===== src/rtl/eegp2_pkg.sv =====
// Shared types and constants for the P2 packet encoder.
// Holds packet byte codes, field widths and the byte-level helper.
// No dependencies; compiled first.
package eegp2_pkg;

  // field widths
  localparam int SAMPLE_W = 8;
  localparam int CHAN_W   = 24;
  localparam int CODE_W   = 10;
  localparam int NUM_CH   = 6;
  localparam int PKT_BYTES = 17;
  localparam int IDX_W    = 5;

  // fixed packet bytes
  localparam logic [7:0] SYNC_FIRST      = 8'hA5;
  localparam logic [7:0] SYNC_SECOND     = 8'h5A;
  localparam logic [7:0] PACKET_VERSION  = 8'h02;
  localparam logic [7:0] SYNC_SUBSTITUTE = 8'hA4;
  localparam logic [7:0] SWITCHES_LOW    = 8'h07;
  localparam logic [7:0] SWITCHES_HIGH   = 8'h0F;

  // byte positions within a packet
  localparam logic [IDX_W-1:0] IDX_SYNC_A   = 5'd0;
  localparam logic [IDX_W-1:0] IDX_SYNC_B   = 5'd1;
  localparam logic [IDX_W-1:0] IDX_VERSION  = 5'd2;
  localparam logic [IDX_W-1:0] IDX_SAMPLE   = 5'd3;
  localparam logic [IDX_W-1:0] IDX_CH_FIRST = 5'd4;
  localparam logic [IDX_W-1:0] IDX_CH_LAST  = 5'd15;
  localparam logic [IDX_W-1:0] IDX_SWITCH   = 5'd16;

  // switch byte phase counter
  localparam int PHASE_W = 5;
  localparam logic [PHASE_W-1:0] PHASE_HALF = 5'd9;
  localparam logic [PHASE_W-1:0] PHASE_LAST = 5'd17;

  // test ramp: v = (8950 * t) / 255 + 639, divide done as multiply by reciprocal
  localparam logic [13:0] RAMP_AMPLITUDE = 14'd8950;
  localparam logic [8:0]  RAMP_CENTER    = 9'd127;
  localparam logic signed [13:0] RAMP_OFFSET = 14'sd639;
  localparam logic [21:0] RAMP_RECIP     = 22'd2105377;  // ceil(2^29 / 255)
  localparam int          RAMP_SHIFT     = 29;

  // cycles from captured sample to valid lane code
  localparam logic [1:0] LANE_LAT = 2'd3;

  typedef logic [CODE_W-1:0] code_t;

  // one packet's worth of data handed to the serializer
  typedef struct packed {
    logic [SAMPLE_W-1:0]     sample;
    code_t [NUM_CH-1:0]      codes;
  } eegp2_pkt_t;

  // a data byte must never look like the first sync byte
  function automatic logic [7:0] unsync(input logic [7:0] b);
    unsync = (b == SYNC_FIRST) ? SYNC_SUBSTITUTE : b;
  endfunction

endpackage


===== src/rtl/eegp2_if.sv =====
// Valid/ready channel interfaces for the P2 packet encoder.
// eegp2_in_if carries one sample set, eegp2_out_if one packet byte.
// Depends on eegp2_pkg.
interface eegp2_in_if import eegp2_pkg::*; ();
  logic                     valid;
  logic                     ready;
  logic [SAMPLE_W-1:0]      sample_number;
  logic signed [CHAN_W-1:0] channel_0;
  logic signed [CHAN_W-1:0] channel_1;
  logic signed [CHAN_W-1:0] channel_2;
  logic signed [CHAN_W-1:0] channel_3;
  logic signed [CHAN_W-1:0] channel_4;
  logic signed [CHAN_W-1:0] channel_5;

  modport source (output valid, sample_number, channel_0, channel_1, channel_2,
                  channel_3, channel_4, channel_5, input ready);
  modport sink (input valid, sample_number, channel_0, channel_1, channel_2,
                channel_3, channel_4, channel_5, output ready);
endinterface

interface eegp2_out_if import eegp2_pkg::*; ();
  logic       valid;
  logic       ready;
  logic [7:0] out_byte;
  logic       last;

  modport source (output valid, out_byte, last, input ready);
  modport sink (input valid, out_byte, last, output ready);
endinterface


===== src/rtl/eegp2_lane.sv =====
// One channel lane: builds the test ramp and encodes a sample to a 10-bit code.
// Three register stages (ramp scale, reciprocal divide, encode).
// Depends on eegp2_pkg.
module eegp2_lane import eegp2_pkg::*; (
  input  logic                     clk,
  input  logic [SAMPLE_W-1:0]      sample,
  input  logic [2:0]               chan_mult,
  input  logic                     synth,
  input  logic signed [CHAN_W-1:0] chan,
  output code_t                    code
);

  // stage 1: t = (s * (c+1)) mod 256 - 127, then |t| * 8950
  logic [7:0]        prod_lo;
  logic signed [8:0] t_s;
  logic              t_neg;
  logic [7:0]        t_mag;
  logic [20:0]       m1_r;
  logic              neg1_r;

  assign prod_lo = 8'(11'(sample) * 11'(chan_mult));
  assign t_s     = $signed({1'b0, prod_lo}) - $signed(RAMP_CENTER);
  assign t_neg   = t_s[8];
  assign t_mag   = t_neg ? 8'(-t_s) : t_s[7:0];

  always_ff @(posedge clk) begin
    m1_r   <= 21'(22'(t_mag) * 22'(RAMP_AMPLITUDE));
    neg1_r <= t_neg;
  end

  // stage 2: divide by 255 via reciprocal multiply (exact for this range)
  logic [42:0] recip_prod;
  logic [12:0] q2_r;
  logic        neg2_r;

  assign recip_prod = 43'(m1_r) * 43'(RAMP_RECIP);

  always_ff @(posedge clk) begin
    q2_r   <= recip_prod[RAMP_SHIFT+12:RAMP_SHIFT];
    neg2_r <= neg1_r;
  end

  // stage 3: restore sign, add offset, pick source, divide by 32 and clamp
  logic signed [13:0]       q_s;
  logic signed [13:0]       ramp;
  logic signed [CHAN_W-1:0] v;
  code_t                    code_nxt;
  code_t                    code_r;

  assign q_s  = $signed({1'b0, q2_r});
  assign ramp = (neg2_r ? -q_s : q_s) + RAMP_OFFSET;
  assign v    = synth ? {{(CHAN_W-14){ramp[13]}}, ramp} : chan;

  always_comb begin
    if (v[CHAN_W-1]) begin
      // negative: quotient truncates to zero only for -31..-1
      if ((&v[CHAN_W-2:5]) && (v[4:0] != 5'd0)) code_nxt = '0;
      else                                       code_nxt = '1;
    end else if (v[CHAN_W-2:15] != '0) begin
      code_nxt = '1;
    end else begin
      code_nxt = v[14:5];
    end
  end

  always_ff @(posedge clk) begin
    code_r <= code_nxt;
  end

  assign code = code_r;

endmodule


===== src/rtl/eegp2_serializer.sv =====
// Merge stage: combines the lane codes into a 17-byte packet, one word per beat.
// Holds the output register and the switch-byte phase counter.
// Depends on eegp2_pkg.
module eegp2_serializer import eegp2_pkg::*; (
  input  logic       clk,
  input  logic       rst_n,
  input  logic       load_valid,
  output logic       load_ready,
  input  eegp2_pkt_t load_pkt,
  output logic       out_valid,
  input  logic       out_ready,
  output logic [7:0] out_byte,
  output logic       out_last
);

  logic               busy_r;
  logic [IDX_W-1:0]   idx_r;
  logic               out_valid_r;
  logic [7:0]         out_byte_r;
  logic               out_last_r;
  logic [PHASE_W-1:0] phase_r;
  logic [PHASE_W-1:0] phase_nxt;
  eegp2_pkt_t         pkt_r;
  logic               sw_high_r;
  logic               adv;
  logic               load_go;
  logic [IDX_W-1:0]   ch_off;
  logic [2:0]         ch_sel;
  code_t              ch_code;
  logic [7:0]         cur_byte;

  // move a word into the output register when it is empty or being taken
  assign adv        = busy_r && (!out_valid_r || out_ready);
  assign load_ready = !busy_r || (adv && (idx_r == IDX_SWITCH));
  assign load_go    = load_valid && load_ready;
  assign phase_nxt  = (phase_r == PHASE_LAST) ? '0 : phase_r + 1'b1;

  // byte select for the current position
  assign ch_off  = idx_r - IDX_CH_FIRST;
  assign ch_sel  = ch_off[3:1];
  assign ch_code = pkt_r.codes[ch_sel];

  always_comb begin
    case (idx_r)
      IDX_SYNC_A:  cur_byte = SYNC_FIRST;
      IDX_SYNC_B:  cur_byte = SYNC_SECOND;
      IDX_VERSION: cur_byte = PACKET_VERSION;
      IDX_SAMPLE:  cur_byte = unsync(pkt_r.sample);
      IDX_SWITCH:  cur_byte = sw_high_r ? SWITCHES_HIGH : SWITCHES_LOW;
      default: begin
        if (idx_r inside {[IDX_CH_FIRST:IDX_CH_LAST]}) begin
          // high byte first, then low byte
          if (ch_off[0]) cur_byte = unsync(ch_code[7:0]);
          else           cur_byte = unsync({6'd0, ch_code[CODE_W-1:8]});
        end else begin
          cur_byte = '0;
        end
      end
    endcase
  end

  // control state; a load restarts the packet at the sync bytes
  always_ff @(posedge clk) begin
    if (!rst_n) begin
      busy_r      <= 1'b0;
      idx_r       <= '0;
      out_valid_r <= 1'b0;
      phase_r     <= '0;
    end else begin
      if (adv) begin
        out_valid_r <= 1'b1;
      end else if (out_ready) begin
        out_valid_r <= 1'b0;
      end
      if (load_go) begin
        busy_r  <= 1'b1;
        idx_r   <= '0;
        phase_r <= phase_nxt;
      end else if (adv) begin
        idx_r <= idx_r + 1'b1;
        if (idx_r == IDX_SWITCH) busy_r <= 1'b0;
      end
    end
  end

  // payload
  always_ff @(posedge clk) begin
    if (adv) begin
      out_byte_r <= cur_byte;
      out_last_r <= (idx_r == IDX_SWITCH);
    end
    if (load_go) begin
      pkt_r     <= load_pkt;
      sw_high_r <= (phase_r >= PHASE_HALF);
    end
  end

  assign out_valid = out_valid_r;
  assign out_byte  = out_byte_r;
  assign out_last  = out_last_r;

  // checks
  a_idx_range: assert property (@(posedge clk) disable iff (!rst_n)
    busy_r |-> (idx_r <= IDX_SWITCH))
    else $error("packet index past switch byte");

  a_phase_range: assert property (@(posedge clk) disable iff (!rst_n)
    phase_r <= PHASE_LAST)
    else $error("switch phase out of range");

  a_load_start: assert property (@(posedge clk) disable iff (!rst_n)
    load_go |=> (busy_r && (idx_r == IDX_SYNC_A)))
    else $error("load did not restart packet");

  a_last_switch: assert property (@(posedge clk) disable iff (!rst_n)
    (out_valid_r && out_last_r) |-> ((out_byte_r == SWITCHES_LOW) ||
                                      (out_byte_r == SWITCHES_HIGH)))
    else $error("last flag on a non-switch byte");

endmodule


===== src/rtl/eeg_p2_packet_encoder_unit.sv =====
// P2 packet encoder top level: capture register, six lanes and the serializer.
// Depends on eegp2_pkg, eegp2_if, eegp2_lane and eegp2_serializer.
//
// Usage:
//   in_ch  (sink)  : one sample set per word (sample_number, channel_0..5).
//   out_ch (source): one packet byte per word; last marks the switch byte.
//   cfg_we/cfg_data: writes use_synthetic; write only while the block is idle.
// Each accepted sample set yields 17 words: A5 5A 02, sample byte, two bytes
// per channel (high first), switch byte.
// The first byte of a packet passes the capture register, the three lane stages,
// the serializer load and its output register.
// With an unstalled receiver, packets can go out back to back, paced by the
// single byte-wide output register; the next sample set is captured and
// encoded while the current packet is still going out.
// Receiver stall: the output word holds and the packet pauses. in_ch.ready is
// low while a set sits in the capture register, at least until its lane codes
// settle; under a stall it stays low until the serializer takes the waiting set.
// Reset: synchronous, active low; clears use_synthetic, the switch phase and
// all valid state.
module eeg_p2_packet_encoder_unit import eegp2_pkg::*; (
  input  logic clk,
  input  logic rst_n,
  eegp2_in_if.sink    in_ch,
  eegp2_out_if.source out_ch,
  input  logic cfg_we,
  input  logic cfg_data
);

  logic                     synth_r;
  logic                     cap_vld_r;
  logic [1:0]               wait_r;
  logic [SAMPLE_W-1:0]      sample_r;
  logic signed [CHAN_W-1:0] chan_r [NUM_CH];
  logic                     in_fire;
  logic                     load_valid;
  logic                     load_ready;
  eegp2_pkt_t               load_pkt;
  code_t                    codes [NUM_CH];

  assign in_ch.ready = !cap_vld_r;
  assign in_fire     = in_ch.valid && !cap_vld_r;
  assign load_valid  = cap_vld_r && (wait_r == '0);

  // config register
  always_ff @(posedge clk) begin
    if (!rst_n)      synth_r <= 1'b0;
    else if (cfg_we) synth_r <= cfg_data;
  end

  // capture control: hold the set until lanes settle and the serializer takes it
  always_ff @(posedge clk) begin
    if (!rst_n) begin
      cap_vld_r <= 1'b0;
      wait_r    <= '0;
    end else begin
      if (wait_r != '0) wait_r <= wait_r - 1'b1;
      if (in_fire) begin
        cap_vld_r <= 1'b1;
        wait_r    <= LANE_LAT;
      end else if (load_valid && load_ready) begin
        cap_vld_r <= 1'b0;
      end
    end
  end

  // capture payload
  always_ff @(posedge clk) begin
    if (in_fire) begin
      sample_r  <= in_ch.sample_number;
      chan_r[0] <= in_ch.channel_0;
      chan_r[1] <= in_ch.channel_1;
      chan_r[2] <= in_ch.channel_2;
      chan_r[3] <= in_ch.channel_3;
      chan_r[4] <= in_ch.channel_4;
      chan_r[5] <= in_ch.channel_5;
    end
  end

  // channel lanes
  for (genvar i = 0; i < NUM_CH; i++) begin : g_lane
    eegp2_lane u_lane (
      .clk       (clk),
      .sample    (sample_r),
      .chan_mult (3'(i + 1)),
      .synth     (synth_r),
      .chan      (chan_r[i]),
      .code      (codes[i])
    );
    assign load_pkt.codes[i] = codes[i];
  end

  assign load_pkt.sample = sample_r;

  // merge into packet bytes
  eegp2_serializer u_ser (
    .clk        (clk),
    .rst_n      (rst_n),
    .load_valid (load_valid),
    .load_ready (load_ready),
    .load_pkt   (load_pkt),
    .out_valid  (out_ch.valid),
    .out_ready  (out_ch.ready),
    .out_byte   (out_ch.out_byte),
    .out_last   (out_ch.last)
  );

  // checks
  a_no_early_load: assert property (@(posedge clk) disable iff (!rst_n)
    in_fire |=> (!load_valid && (wait_r == LANE_LAT)))
    else $error("lane codes used before they settle");

  a_hold_capture: assert property (@(posedge clk) disable iff (!rst_n)
    (cap_vld_r && !(load_valid && load_ready)) |=> (cap_vld_r && $stable(sample_r)))
    else $error("captured sample changed before load");

  a_wait_only_pending: assert property (@(posedge clk) disable iff (!rst_n)
    (wait_r != '0) |-> cap_vld_r)
    else $error("lane wait running with no captured set");

endmodule

===== src/flat_wrapper.sv =====
// flat-port wrapper written by rule: the top's interface ports become plain ports
module eeg_p2_packet_encoder_unit_flat import eegp2_pkg::*;
  (clk, rst_n, cfg_we, cfg_data, in_ch_valid, in_ch_sample_number, in_ch_channel_0, in_ch_channel_1, in_ch_channel_2, in_ch_channel_3, in_ch_channel_4, in_ch_channel_5, in_ch_ready, out_ch_valid, out_ch_out_byte, out_ch_last, out_ch_ready);
  eegp2_in_if in_ch_i ();
  eegp2_out_if out_ch_i ();
  input  logic clk;
  input  logic rst_n;
  input  logic cfg_we;
  input  logic cfg_data;
  input wire logic [$bits(in_ch_i.valid)-1:0] in_ch_valid;
  input wire logic [$bits(in_ch_i.sample_number)-1:0] in_ch_sample_number;
  input wire logic [$bits(in_ch_i.channel_0)-1:0] in_ch_channel_0;
  input wire logic [$bits(in_ch_i.channel_1)-1:0] in_ch_channel_1;
  input wire logic [$bits(in_ch_i.channel_2)-1:0] in_ch_channel_2;
  input wire logic [$bits(in_ch_i.channel_3)-1:0] in_ch_channel_3;
  input wire logic [$bits(in_ch_i.channel_4)-1:0] in_ch_channel_4;
  input wire logic [$bits(in_ch_i.channel_5)-1:0] in_ch_channel_5;
  output wire logic [$bits(in_ch_i.ready)-1:0] in_ch_ready;
  output wire logic [$bits(out_ch_i.valid)-1:0] out_ch_valid;
  output wire logic [$bits(out_ch_i.out_byte)-1:0] out_ch_out_byte;
  output wire logic [$bits(out_ch_i.last)-1:0] out_ch_last;
  input wire logic [$bits(out_ch_i.ready)-1:0] out_ch_ready;
  assign in_ch_i.valid = in_ch_valid;
  assign in_ch_i.sample_number = in_ch_sample_number;
  assign in_ch_i.channel_0 = in_ch_channel_0;
  assign in_ch_i.channel_1 = in_ch_channel_1;
  assign in_ch_i.channel_2 = in_ch_channel_2;
  assign in_ch_i.channel_3 = in_ch_channel_3;
  assign in_ch_i.channel_4 = in_ch_channel_4;
  assign in_ch_i.channel_5 = in_ch_channel_5;
  assign in_ch_ready = in_ch_i.ready;
  assign out_ch_valid = out_ch_i.valid;
  assign out_ch_out_byte = out_ch_i.out_byte;
  assign out_ch_last = out_ch_i.last;
  assign out_ch_i.ready = out_ch_ready;
  eeg_p2_packet_encoder_unit u_core (.clk(clk), .rst_n(rst_n), .in_ch(in_ch_i), .out_ch(out_ch_i), .cfg_we(cfg_we), .cfg_data(cfg_data));
endmodule

===== config.mk =====
export PLATFORM = sky130hd
export DESIGN_NAME = eeg_p2_packet_encoder_unit_flat
export DESIGN_NICKNAME = d
export VERILOG_FILES = /design/src/rtl/eegp2_pkg.sv /design/src/rtl/eegp2_if.sv /design/src/rtl/eegp2_lane.sv /design/src/rtl/eegp2_serializer.sv /design/src/rtl/eeg_p2_packet_encoder_unit.sv /design/src/flat_wrapper.sv
export SDC_FILE = /design/constraint.sdc
export NUM_CORES = 2
export LEC_CHECK = 0
export BUFFER_PORTS_ARGS = -buffer_cell sky130_fd_sc_hd__buf_4
export CAP_MARGIN = 5
export CORE_UTILIZATION = 45
export DETAILED_ROUTE_END_ITERATION = 7
export SYNTH_ARGS = -nofsm -noshare
export SYNTH_HDL_FRONTEND = slang
export SYNTH_SLANG_ARGS = --single-unit

===== constraint.sdc =====
create_clock -name clk -period 8.2 [get_ports clk]
set_input_delay 0.82 -clock clk [delete_from_list [all_inputs] [get_ports clk]]
set_output_delay 0.82 -clock clk [all_outputs]
set_load 0.1 [all_outputs]

Word level (Yosys, flattened, before mapping). Memories as Yosys holds them, arrays and structs flattened. Index checks and enable logic that the tools add are counted. W data, S select, Z words.

Bits in read-only memories: 0. Memory bits (writable): 144. Register bits: 372. Memories kept: 1. Latch bits: 0. Output and inout bits: 11. Bits of input ports: 158. Logic and storage cells: 205.

Equal/unequal tests: 7. Reductions and logical operators: 45. Bitwise operators: 1. Shift-type cells: 0. Muxes and demuxes: 56. Div/mod/pow operators: 0. Add/sub/neg operators: 28. Magnitude comparators: 4. Multiply operators: 15.

Memory list: u_core.chan_r (depth 6, bits a word 24, read ports 6, clocked after Yosys merged registers in 0, wr ports 6, RTL line eeg_p2_packet_encoder_unit.sv:33) `logic signed [CHAN_W-1:0] chan_r [NUM_CH];`.

Operators by type and width (count): $mul A20 B22 Y41 const B (6); $mux W10 (19); $mux W24 (6); $mul A8 B13 Y20 const B (6); $reduce_and A18 Y1 (6); $add A14 B11 Y14 const B (6); $mux W14 (6); $neg A13 Y14 (6); $mux W8 (10); $sub A8 B7 Y9 const B (6); $neg A8 Y8 (6); $reduce_bool A8 Y1 (6); $pmux W8 S5 (1); $bmux W10 S3 (1); $reduce_bool A5 Y1 (6); $eq A8 B8 Y1 const B (2); $logic_and A1 B1 Y1 (12); $reduce_bool A2 Y1 (6); $add A5 B1 Y5 const B (2); $eq A5 B2 Y1 const B (2); $eq A5 B5 Y1 const B (2); $mux W1 (9); $mul A8 B2 Y7 const B (1); $mul A8 B2 Y8 const B (1); 18 further kinds (22).

Depth between registers and ports, before layout.
Depth after elaboration: 8. Gate-level depth with buffers: 31. Mapped depth without buffers: 30.

Modules after synthesis. A second synthesis with hierarchy kept.

Cell total of the unflattened synthesis: 4932. Area total of the unflattened synthesis: 48911.9 µm².

By module, submodules not included: eegp2_lane (u_core.g_lane[0].u_lane ...) (instances 2, seq. area each 900.9 µm², cells an instance 747, area each 6671.4 µm²); eegp2_lane (u_core.g_lane[5].u_lane) (instances 1, seq. area each 900.9 µm², cells an instance 757, area each 6850.3 µm²); eegp2_lane (u_core.g_lane[2].u_lane) (instances 1, seq. area each 900.9 µm², cells an instance 767, area each 6771.5 µm²); eegp2_lane (u_core.g_lane[3].u_lane) (instances 1, seq. area each 900.9 µm², cells an instance 753, area each 6754.0 µm²); eegp2_lane (u_core.g_lane[4].u_lane) (instances 1, seq. area each 900.9 µm², cells an instance 742, area each 6670.1 µm²); eeg_p2_packet_encoder_unit (instances 1, seq. area each 4644.5 µm², cells an instance 172, area each 4750.8 µm²); eegp2_serializer (instances 1, seq. area each 2582.5 µm², cells an instance 247, area each 3772.4 µm²).

Least setup slack after synthesis. Ideal clock, no wire load.

Path kind: input-to-reg. From: input port in_ch_valid. To: memory u_core.chan_r[0][0], enable pin. Stages on the path: 1. Path buffers: 0. Required time: 7.513 ns. Slack: 0.058 ns. Library setup time: 0.687 ns. Data arrival time: 7.455 ns. Cells stage by stage: nor2b_1.

RTL lines: start: declaration (RTL line flat_wrapper.sv:10) `input wire logic [$bits(in_ch_i.valid)-1:0] in_ch_valid;`; end: declaration (RTL line eeg_p2_packet_encoder_unit.sv:33).

Worst setup path after layout.
From: register u_core.sample_r[0]. To: register u_core.g_lane[2].u_lane.m1_r[19].

Elaborated cells on any way between the ends: 5. Those cells by class: add/sub: 2; mul: 2; mux: 1.

RTL lines: start: declaration (RTL line eeg_p2_packet_encoder_unit.sv:32) `logic [SAMPLE_W-1:0] sample_r;`; start signal: assignment (RTL line eeg_p2_packet_encoder_unit.sv:69) `sample_r <= in_ch.sample_number;`; $mul A8 B2 Y8 (RTL line eegp2_lane.sv:21) `assign prod_lo = 8'(11'(sample) * 11'(chan_mult));`; $sub A8 B7 Y9 (RTL line eegp2_lane.sv:22) `assign t_s = $signed({1'b0, prod_lo}) - $signed(RAMP_CENTER);`; named net u_core.g_lane[2].u_lane.t_s[8] (RTL line eegp2_lane.sv:15) `logic signed [8:0] t_s;`; $mux W8 (RTL line eegp2_lane.sv:24) `assign t_mag = t_neg ? 8'(-t_s) : t_s[7:0];`; $mul A8 B13 Y20 (RTL line eegp2_lane.sv:27) `m1_r <= 21'(22'(t_mag) * 22'(RAMP_AMPLITUDE));`; end signal: assignment (RTL line eegp2_lane.sv:27); end: declaration (RTL line eegp2_lane.sv:18) `logic [20:0] m1_r;`.

The timed path passes the listed nets, and every way through them passes these cells. A chain may end at the register's enable or synchronous reset.

==> flow_summary.yaml <==
timing:
  rsz0062_at_grt: "no"
  fmax_mhz: 131
  skew_ns: 0.0556
  worstMarginPinSlew_ns: 0.936
  fin_crit_ns: 7.60
  setup_violations: 0
  period_share_pct: 92.7
  slew_headroom_pct: 37.6
  setup_tns_ns: 0
  final_hold_viol_count: 0
  slew_viol_final: 0
logic_synthesis:
  synth_edf_count: 230
  syn-instance-count: 4444
  synth_top_family_by_area: "adder cells"
  synth_ff_type: "dfxtp_1"
  synth.distinct_cells: 98
  ys_ff_latch: 511
  syn_area_mm2: 0.0449
  synth_nets: 5819
  async_flop_share_pct: 0
  avgSynthCellArea_um2: 10.1
  synth-warning-count: 0
  synthMuxAreaShare_pct: 1.34
  synth_adder_area_share_pct: 37.1
  ys_seq_area_share_pct: 27.9
  synth_xor_area_share_pct: 5.75
  synth-simple-area-share_pct: 10.1
  synth_compound_gate_area_share_pct: 12.0
route:
  vias: 32019
  wl_per_cell_um: 17.0
  first_pass_iters: 6
  antenna_left: 0
  wl_mm: 101
  drt_iter0_drc: 1791
  vias_per_cell: 5.37
  drcViolationCount: 0
floorplan:
  rows: 115
  start_util_pct: 45.5
  die_y_um: 318
  io_pins: 169
  dieArea_mm2: 0.101
  core_mm2: 0.0987
  die_w_um: 318
final_layout:
  area_growth_syn_to_layout_pct: 11.1
  mostFrequentLayoutCells: "1,029 x ha_1, 618 x inv_1, 280 x dfxtp_1, 237 x a21oi_1, 230 x edfxtp_1"
  n_antenna_cell: 0
  drive_above_1_share_pct: 7.88
  layout.cells.most_common: "ha_1"
  nets: 5994
global_routing:
  grt_busiest_layer: "met2"
  grt_util_met3_pct: 2.81
  globalRouteOverflowTotal: 0
  antenna_found_initial: 3
  grt_max_degree: 155
  grt_usage_pct: 20.3
  met2_usage_pct: 33.4
  met1_usage_pct: 28.2
  grt_pass1_vias: 31690
  grt_pass1_wl_mm: 166
clocking:
  clkTransAtPathRegs_ns: 0.06
  clkLatencyLatePin_ns: 0.68
  cts_tree: "done"
  cts_sinks: 511
  cts_made_buffers: 61
  cts_buffer_depth: 3
  root_buffer: "clkbuf_16"
  cts_max_level: 2
setup_path:
  path_max_fanout: 11
  cp_slowest_cell: "o41ai_1"
  slowest_delay_ns: 0.58
  critPathBufInv: 5
  path_class: "register to register"
  crit_path_start_kind: "register"
  critPathCaptureType: "register"
  cp_top_family: "adder cells"
  crit_required_ns: 8.81
  arrival_ns: 8.22
placed_design:
  portBuffers: 168
  gp_congestion: 0.882
  hpwl_mm: 83.3
job:
  drv_cap: 0
worst_hold_path:
  hold_path.class: "primary input to register"
status:
  status: "finished, final reports clean"
-- per-layer routing --
layer	part of all wire, %	vias up
met5	0.013	-
met4	1.7	2
met3	4.2	104
met2	45	513
met1	49	15214
li1	-	16186
-- final timing paths --
path	startpoint	end	slack, ns	depth (start not counted)
worst min register to register	u_core.g_lane[0].u_lane.neg1_r$_DFF_P_	u_core.g_lane[0].u_lane.neg2_r$_DFF_P_	0.32	0
worst max-delay path	u_core.sample_r[0]$_DFFE_PP_	u_core.g_lane[2].u_lane.m1_r[19]$_DFF_P_	0.60	27
worst max register to register	u_core.sample_r[0]$_DFFE_PP_	u_core.g_lane[2].u_lane.m1_r[19]$_DFF_P_	0.60	27
worst min-delay path	in_ch_channel_4[14]	u_core.chan_r[4][14]$_DFFE_PP_	0.31	1
-- metrics by stage --
step                std cells  cell area, µm²  util, %  setup slack (ns)  hold slack [ns]
detailed placement       5843           47700     48.3             0.591            0.313
floorplan                4444           44900        -            0.0579            0.310
global route             5958           49900     50.6            0.0502            0.276
CTS                      5958           49900     50.5             0.598            0.265
finish                   5958           49900     50.6             0.595            0.311
global placement         5843           47700     48.3             0.639            0.312
-- timing repair --
item,in CTS,in global routing
buffers inserted,0,0
resized for setup,0,2
hold buffers,0,0
setup endpoints to repair,0,2
-- logic make-up after synthesis --
family,Yosys count
mux,47
compound gates,807
buf+inv,697
fa+ha+maj,1218
flops,511
simple gates,871
xor+xnor,293
-- worst reg2reg max path, cell delays in order (launching register included) --
cell and delay [ns]:
edfxtp_1 0.38, ha_1 0.45, inv_1 0.12, fa_1 0.50, nor2b_1 0.13, o21a_1 0.14, o21a_1 0.18, mux2i_1 0.09
nand2_1 0.14, a21boi_1 0.44, nand2b_1 0.13, xnor2_1 0.49, inv_1 0.19, fa_1 0.57, fa_1 0.56, inv_1 0.05
fa_1 0.52, inv_1 0.05, fa_1 0.52, inv_1 0.04, ha_1 0.35, and2_1 0.16, o21ai_0 0.13, o21ai_0 0.13
o41ai_1 0.58, o2111ai_1 0.21, a21oi_1 0.20, xnor2_1 0.13
-- sequential cells by signal, indices dropped and copies added, names as in the netlist, 6 cells and up --
register	flops
u_core.g_lane.u_lane.m1_r	115
u_core.g_lane.u_lane.neg1_r	6
u_core.chan_r	144
u_core.u_ser.pkt_r	68
u_core.g_lane.u_lane.q2_r	78
u_core.g_lane.u_lane.neg2_r	6
u_core.g_lane.u_lane.code	60
u_core.u_ser.out_byte	8
u_core.sample_r	8
-- Yosys cell counts, types with 24 or more instances --
cell type	instances	area [µm²]
ha_1	1029	12900
inv_1	619	2320
dfxtp_1	281	5630
a21oi_1	237	1190
edfxtp_1	230	6910
nor2_1	219	822
fa_1	188	3760
xnor2_1	188	1650
nand2_1	156	586
o21ai_0	126	631
xor2_1	103	902
nand3_1	95	475
a21o_1	73	548
clkbuf_1	58	218
nor3_1	58	290
nor2b_1	47	294
nand4_1	42	263
a211oi_1	40	300
nand2b_1	40	250
o31ai_1	40	300
or3_1	37	231
a31oi_1	32	200
mux2i_1	31	310
o21bai_1	29	218
and3_1	28	175
nor4_1	28	175
or4_1	27	203
a211o_1	24	210
-- final cells by class --
type / count / area (µm²)
multi-input combinational: 3236 / 29800
sequential: 511 / 12500
fill: 9096 / 48800
clock inverter: 37 / 495
timing repair buffer: 189 / 1430
inverter: 620 / 2330
clock buffer: 78 / 1740
tap: 1287 / 1610
Power is not shown: default switching activity piles up to over one toggle a cycle in this logic, so the estimate is an artifact.
